`src/rtl/core/rag_pkg.sv`:
```
// Package for the rational arithmetic core: operation codes and field widths.
// No dependencies; imported by rational_arith_gcd_normalize_core.
package rag_pkg;

  localparam int OP_W  = 2;
  localparam int IN_W  = 31;
  localparam int PRD_W = 2 * IN_W;    // signed product width
  localparam int MAG_W = 62;          // magnitude width of num/den
  localparam int NUM_W = 63;          // signed result numerator
  localparam int DEN_W = 62;          // result denominator
  localparam int SH_W  = 6;           // shift/iteration counter

  typedef enum logic [OP_W-1:0] {
    OP_ADD = 2'd0,
    OP_MUL = 2'd1,
    OP_DIV = 2'd2,
    OP_CMP = 2'd3
  } op_t;

endpackage

```
`src/rtl/core/rational_arith_gcd_normalize_core.sv`:
```
// Rational arithmetic core: add, multiply, divide and compare of two fractions.
// Depends on rag_pkg.
//
// An item is taken when start is high and busy is low; busy then stays high
// until the result has been formed. Each item forms its products in one
// shared 31x31 multiplier. A reduced item then runs a binary gcd loop (one
// compare, subtract and shift per cycle on 62-bit values) and a restoring
// divider that produces one quotient bit per cycle, run twice to reduce
// numerator and denominator. Compare, zero-numerator and zero-denominator
// items finish in S_PREP without the gcd loop and divider. The result is
// shown for exactly one cycle with out_valid high and cannot be held off.
module rational_arith_gcd_normalize_core (
  input  logic                               clk,
  input  logic                               rst_n,
  input  logic                               start,
  output logic                               busy,
  input  logic [rag_pkg::OP_W-1:0]           in_req_type,
  input  logic signed [rag_pkg::IN_W-1:0]    in_a_num,
  input  logic signed [rag_pkg::IN_W-1:0]    in_a_den,
  input  logic signed [rag_pkg::IN_W-1:0]    in_b_num,
  input  logic signed [rag_pkg::IN_W-1:0]    in_b_den,
  output logic                               out_valid,
  output logic signed [rag_pkg::NUM_W-1:0]   out_res_num,
  output logic [rag_pkg::DEN_W-1:0]          out_res_den,
  output logic                               out_less,
  output logic                               out_greater,
  output logic                               out_equal,
  output logic                               out_status
);
  import rag_pkg::*;

  typedef enum logic [2:0] {
    S_IDLE,
    S_MUL,
    S_PREP,
    S_GCD,
    S_DIV
  } state_t;

  state_t                   state_r;
  logic [SH_W-1:0]          cnt_r;
  logic                     pass_r;
  op_t                      op_r;
  logic signed [IN_W-1:0]   an_r, ad_r, bn_r, bd_r;
  logic signed [PRD_W-1:0]  p0_r, p1_r, p2_r;
  logic                     neg_r;
  logic [MAG_W-1:0]         nmag_r, dmag_r;
  logic [MAG_W-1:0]         x_r, y_r, g_r;
  logic [SH_W-1:0]          k_r;
  logic [MAG_W-1:0]         rem_r, quo_r, nq_r;

  logic                     out_valid_r;
  logic signed [NUM_W-1:0]  res_num_r;
  logic [DEN_W-1:0]         res_den_r;
  logic                     less_r, greater_r, equal_r, status_r;

  // shared multiplier operand selection
  logic signed [IN_W-1:0]   mul_a, mul_b;
  logic signed [PRD_W-1:0]  prod;

  always_comb begin
    case (cnt_r[1:0])
      2'd0: begin
        mul_a = an_r;
        mul_b = (op_r == OP_MUL) ? bn_r : bd_r;
      end
      2'd1: begin
        mul_a = bn_r;
        mul_b = ad_r;
      end
      default: begin
        mul_a = ad_r;
        mul_b = (op_r == OP_DIV) ? bn_r : bd_r;
      end
    endcase
  end

  assign prod = PRD_W'(mul_a) * PRD_W'(mul_b);

  // combine products into signed numerator and denominator
  logic signed [NUM_W-1:0]  num_s;
  logic signed [NUM_W-1:0]  den_s;
  logic [NUM_W-1:0]         num_abs, den_abs;
  logic signed [PRD_W-1:0]  lhs, rhs;
  logic                     swap;

  always_comb begin
    num_s   = NUM_W'(p0_r) + ((op_r == OP_ADD) ? NUM_W'(p1_r) : '0);
    den_s   = NUM_W'(p2_r);
    num_abs = num_s[NUM_W-1] ? NUM_W'(-num_s) : NUM_W'(num_s);
    den_abs = den_s[NUM_W-1] ? NUM_W'(-den_s) : NUM_W'(den_s);
    swap    = ad_r[IN_W-1] != bd_r[IN_W-1];
    lhs     = swap ? p1_r : p0_r;
    rhs     = swap ? p0_r : p1_r;
  end

  // restoring divider step
  logic [MAG_W:0]   trial;
  logic             q_bit;
  logic [MAG_W-1:0] rem_nxt;

  always_comb begin
    trial   = {rem_r, quo_r[MAG_W-1]};
    q_bit   = trial >= {1'b0, g_r};
    rem_nxt = q_bit ? MAG_W'(trial - {1'b0, g_r}) : trial[MAG_W-1:0];
  end

  // binary gcd step
  logic [MAG_W-1:0] diff_xy, diff_yx;
  logic             x_ge_y;

  always_comb begin
    x_ge_y  = x_r >= y_r;
    diff_xy = x_r - y_r;
    diff_yx = y_r - x_r;
  end

  // sequencer, datapath registers and registered outputs
  always_ff @(posedge clk) begin
    if (!rst_n) begin
      state_r     <= S_IDLE;
      out_valid_r <= 1'b0;
      cnt_r       <= '0;
      pass_r      <= 1'b0;
    end else begin
      out_valid_r <= 1'b0;
      case (state_r)
        S_IDLE: begin
          if (start) begin
            op_r    <= op_t'(in_req_type);
            an_r    <= in_a_num;
            ad_r    <= in_a_den;
            bn_r    <= in_b_num;
            bd_r    <= in_b_den;
            cnt_r   <= '0;
            state_r <= S_MUL;
          end
        end
        S_MUL: begin
          case (cnt_r[1:0])
            2'd0:    p0_r <= prod;
            2'd1:    p1_r <= prod;
            default: p2_r <= prod;
          endcase
          cnt_r <= cnt_r + 1'b1;
          if (cnt_r[1:0] == 2'd2) state_r <= S_PREP;
        end
        S_PREP: begin
          res_num_r <= '0;
          res_den_r <= '0;
          less_r    <= 1'b0;
          greater_r <= 1'b0;
          equal_r   <= 1'b0;
          status_r  <= 1'b0;
          state_r   <= S_IDLE;
          if (ad_r == '0 || bd_r == '0) begin
            status_r    <= 1'b1;
            out_valid_r <= 1'b1;
          end else if (op_r == OP_CMP) begin
            less_r      <= lhs < rhs;
            greater_r   <= lhs > rhs;
            equal_r     <= lhs == rhs;
            out_valid_r <= 1'b1;
          end else if (den_s == '0) begin
            status_r    <= 1'b1;
            out_valid_r <= 1'b1;
          end else if (num_s == '0) begin
            res_den_r   <= DEN_W'(1);
            out_valid_r <= 1'b1;
          end else begin
            neg_r   <= num_s[NUM_W-1] != den_s[NUM_W-1];
            nmag_r  <= num_abs[MAG_W-1:0];
            dmag_r  <= den_abs[MAG_W-1:0];
            x_r     <= num_abs[MAG_W-1:0];
            y_r     <= den_abs[MAG_W-1:0];
            k_r     <= '0;
            state_r <= S_GCD;
          end
        end
        S_GCD: begin
          if (x_r == y_r) begin
            g_r     <= x_r << k_r;
            rem_r   <= '0;
            quo_r   <= nmag_r;
            cnt_r   <= '0;
            pass_r  <= 1'b0;
            state_r <= S_DIV;
          end else if (!x_r[0] && !y_r[0]) begin
            x_r <= x_r >> 1;
            y_r <= y_r >> 1;
            k_r <= k_r + 1'b1;
          end else if (!x_r[0]) begin
            x_r <= x_r >> 1;
          end else if (!y_r[0]) begin
            y_r <= y_r >> 1;
          end else if (x_ge_y) begin
            x_r <= diff_xy >> 1;
          end else begin
            y_r <= diff_yx >> 1;
          end
        end
        S_DIV: begin
          rem_r <= rem_nxt;
          quo_r <= {quo_r[MAG_W-2:0], q_bit};
          cnt_r <= cnt_r + 1'b1;
          if (cnt_r == SH_W'(MAG_W - 1)) begin
            cnt_r <= '0;
            rem_r <= '0;
            if (!pass_r) begin
              nq_r   <= {quo_r[MAG_W-2:0], q_bit};
              quo_r  <= dmag_r;
              pass_r <= 1'b1;
            end else begin
              res_num_r   <= neg_r ? -NUM_W'(nq_r) : NUM_W'(nq_r);
              res_den_r   <= {quo_r[MAG_W-2:0], q_bit};
              out_valid_r <= 1'b1;
              state_r     <= S_IDLE;
            end
          end
        end
        default: state_r <= S_IDLE;
      endcase
    end
  end

  assign busy        = state_r != S_IDLE;
  assign out_valid   = out_valid_r;
  assign out_res_num = res_num_r;
  assign out_res_den = res_den_r;
  assign out_less    = less_r;
  assign out_greater = greater_r;
  assign out_equal   = equal_r;
  assign out_status  = status_r;

endmodule

```
`config.mk`:
```
export PLATFORM = sky130hd
export DESIGN_NAME = rational_arith_gcd_normalize_core
export DESIGN_NICKNAME = d
export VERILOG_FILES = /design/src/rtl/core/rag_pkg.sv /design/src/rtl/core/rational_arith_gcd_normalize_core.sv
export SDC_FILE = /design/constraint.sdc
export NUM_CORES = 2
export LEC_CHECK = 0
export BUFFER_PORTS_ARGS = -buffer_cell sky130_fd_sc_hd__buf_2
export CAP_MARGIN = 20
export CORE_MARGIN = 2
export CORE_UTILIZATION = 50
export CTS_CLUSTER_DIAMETER = 80
export DETAILED_ROUTE_END_ITERATION = 8
export PLACE_DENSITY = 0.66
export SLEW_MARGIN = 10
export SYNTH_ARGS = -nofsm -noshare
export SYNTH_HDL_FRONTEND = slang
export SYNTH_SLANG_ARGS = --single-unit
```
`constraint.sdc`:
```
create_clock -name clk -period 19.2 [get_ports clk]
set_input_delay 3.84 -clock clk [delete_from_list [all_inputs] [get_ports clk]]
set_output_delay 3.84 -clock clk [all_outputs]
set_load 0.02 [all_outputs]
```
==> run summary <==
The smallest clock period supported by the final layout is computed as 11.82 ns. In this design, the critical path's most frequently occurring cell is inv_1. The fraction of layout cells with a size suffix above 1 works out to 0.07461. In this run the deepest clock path goes through 3 buffers.

For the final database, setup skew stands at 0.09940 ns. The logs give 0.1947 mm^2 for the floorplan die area and 99 for the number of different library cells in the post-synthesis netlist. The final clock period utilization by the worst path works out to 0.6156. Counting flops and latches in the post-synthesis netlist gives 955.

The worst setup path is of the reg2reg kind. The worst slew margin relative to its limit was 0.1593. Max-cap violations in this run came to 0.

Clock tree synthesis found a total of 955 sinks. The logs give 3 for the number of H-tree levels and 27940 um for the routed wire length on met3. The most instantiated flip-flop cell in the synthesis netlist is edfxtp_1.

In this run the cell area of the synthesized design comes to 0.09559 mm^2. The initial antenna violation count came out at 13. The tools report the total congestion overflow as 0. The synthesized design contains 944 enable-type register cells. Synthesis handed over a netlist of 10070 instances. The run finished with clean final reports. Of all nets on the critical path, the largest fanout is 35. Post-cts resize count: 0.

The area growth from synthesis to final layout is 7.991%. The run gives 0 ns as the total negative setup slack. Of all cell types, the one taking the most synthesized area is edfxtp_1.

For the share of synthesized area occupied by flip-flops and latches, the log shows 0.2988. Among all stages on the critical path, the largest delay is contributed by fa_1. TritonCTS built the clock tree.

Fraction of post-synthesis cell area in the top cell type by area: 0.2965. Routability-driven placement finished with a final weighted congestion of 1.039. Clock-pin slew was measured on the worst setup and hold paths at 0.06 ns.

For this run, design rule violations remaining after detail routing come to 0. For the largest net degree at the start of global routing, the log shows 142. STA classifies the critical path startpoint as a flip-flop. Clock tree synthesis inserted a total of 108 buffers. Buffer cell driving the clock tree root: clkbuf_16. The routed design has 320700 um of wire. The net count of the finished layout is 11670. The HPWL after detailed placement is 250000 um. After detailed routing, no signal wire sits above met5.

The mean instance size in the synthesized netlist was 9.492 um^2; the via-per-instance ratio was 6.015. The first detailed-routing pass took 7 iterations. The average wire length per cell after detail routing works out to 25.30 um. The register with the most flip-flops in the layout has 63 of them. Measured along the x axis, the die boundary spans 441.3 um. The core region is 0.1900 mm^2. The met2 routed wirelength was 144900 um; the delay of the slowest cell on the worst path was 0.97 ns.

The max-slew violation count is 0, and the remaining antenna violation count is 0. STA classifies the critical path endpoint as a flip-flop. The logs give 0 for the number of setup violations in the final report and 12.29 ns for the arrival time at the worst endpoint. The floorplan has 160 rows. The overall die height is 441.3 um. The starting density of the core is 0.5032, and the overall fraction of global-route tracks in use is 0.3278. The later pin in the worst-skew pair is clocked with a latency of 0.81 ns. The via count is 76240, and the first-pass GRT wire length is 478500 um. The via count of the first global-routing pass was 76470; the number of buffers added on ports was 259. The fraction of registers with async set/reset was 0; the maximum operating frequency was 84.61 MHz. The tools report the number of failing hold endpoints at the final stage as 0.

The Yosys step of the flow raised 0 warnings. By area the synthesized netlist is led by edfxtp_1 (30%), fa_1 (21%), ha_1 (5.8%). The run gives 0 as the hold-fix buffer count after cts. The first routing iteration left 7257 violations. In the final routing, the length of wire on met1 measures 127800 um.

In this run the worst hold path is classified as reg2reg. The number of primary I/O pins came out at 260. The number of nets in the synthesized netlist is 11660. The slew at the pin closest to its max-slew limit is 1.261 ns, and the required time reported for the critical path endpoint is 19.67 ns.

Setup repair after global routing left no endpoint under its margin. Post-CTS timing repair inserted 0 buffers for setup.
[kinds of logic after synthesis]
logic type,count (synthesis),synth area share
and+or+nand+nor,3148,0.1480
AOI/OAI and AO/OA,1900,0.1282
buffers and inverters,1826,0.07175
adders and majority gates,1518,0.2775
DFF,955,0.2988
xor gates and xnor gates,500,0.04589
muxes,224,0.02975
[Yosys cell counts (all sizes together) (85+ instances only)]
cell type and number:
inv 1310, nand2 1144, nor2 1068, fa 1022
edfxtp 944, a21oi 523, clkbuf 467, o21ai 467
ha 440, xnor2 311, xor2 189, and2 179
a21o 168, mux2i 166, nor2b 109, nand3 105
nand2b 103, nor3 101, a221oi 93, nand4 85
[path summary, 6_finish.rpt]
path	startpoint	end	slack, ns	depth (start not counted)
setup / recovery	cnt_r[0]$_SDFFE_PN0P_	p0_r[57]$_DFFE_PP_	7.38	37
hold reg to reg	quo_r[56]$_DFFE_PP_	nq_r[57]$_DFFE_PP_	0.49	0
setup reg to reg	cnt_r[0]$_SDFFE_PN0P_	p0_r[57]$_DFFE_PP_	7.38	37
hold / removal	quo_r[56]$_DFFE_PP_	nq_r[57]$_DFFE_PP_	0.49	0
[per-layer routing]
metal  up-vias  GRT usage
met5         -          0
met4         8     0.1697
met3       846    0.06009
met2      3826     0.5224
met1     37660     0.4281
li1      33900          -
[area by class of cell]
cell class                      count  area, um^2
Clock inverter                     73       852.1
Timing Repair Buffer              404        2415
Tap cell                         2511        3142
Fill cell                       17000       86750
Inverter                         1315        4936
Clock buffer                      123        2759
Multi-Input combinational cell   7290       60550
Sequential cell                   955       28570
Antenna cell                        4       10.01
[critical path: cells and delay by family (launching register included)]
kind / cells / cell delay [ns]
adder cells (fa/ha/maj): 10 / 5.24
AO/OA/AOI/OAI: 12 / 3.11
buffers and inverters: 12 / 2.16
flip-flops: 1 / 0.43
AND/OR/NAND/NOR: 2 / 0.39
XOR/XNOR: 1 / 0.12
[per-stage QoR]
stage | utilization | setup slack (ns) | area [um^2] | std cells | hold WS, ns
after floorplan | - | 1.188 | 95590 | 10070 | 0.4264
after CTS | 0.5431 | 7.494 | 103200 | 12670 | 0.4909
after global placement | 0.5241 | 7.782 | 99560 | 12470 | 0.4675
after detailed placement | 0.5241 | 7.544 | 99570 | 12470 | 0.4766
after global routing | 0.5433 | 6.444 | 103200 | 12670 | 0.5050
final | 0.5434 | 7.381 | 103200 | 12680 | 0.4861
[placed cells by master, fill, tap and decap left out, types with 260 or more instances in the layout]
master / instances
o21ai_0: 429
a21oi_1: 519
xnor2_1: 310
ha_1: 439
nand2_1: 1142
inv_1: 1309
buf_2: 260
fa_1: 1022
nor2_1: 1062
edfxtp_1: 944
Power is not shown: default switching activity piles up to over one toggle a cycle in this logic, so the estimate is an artifact.
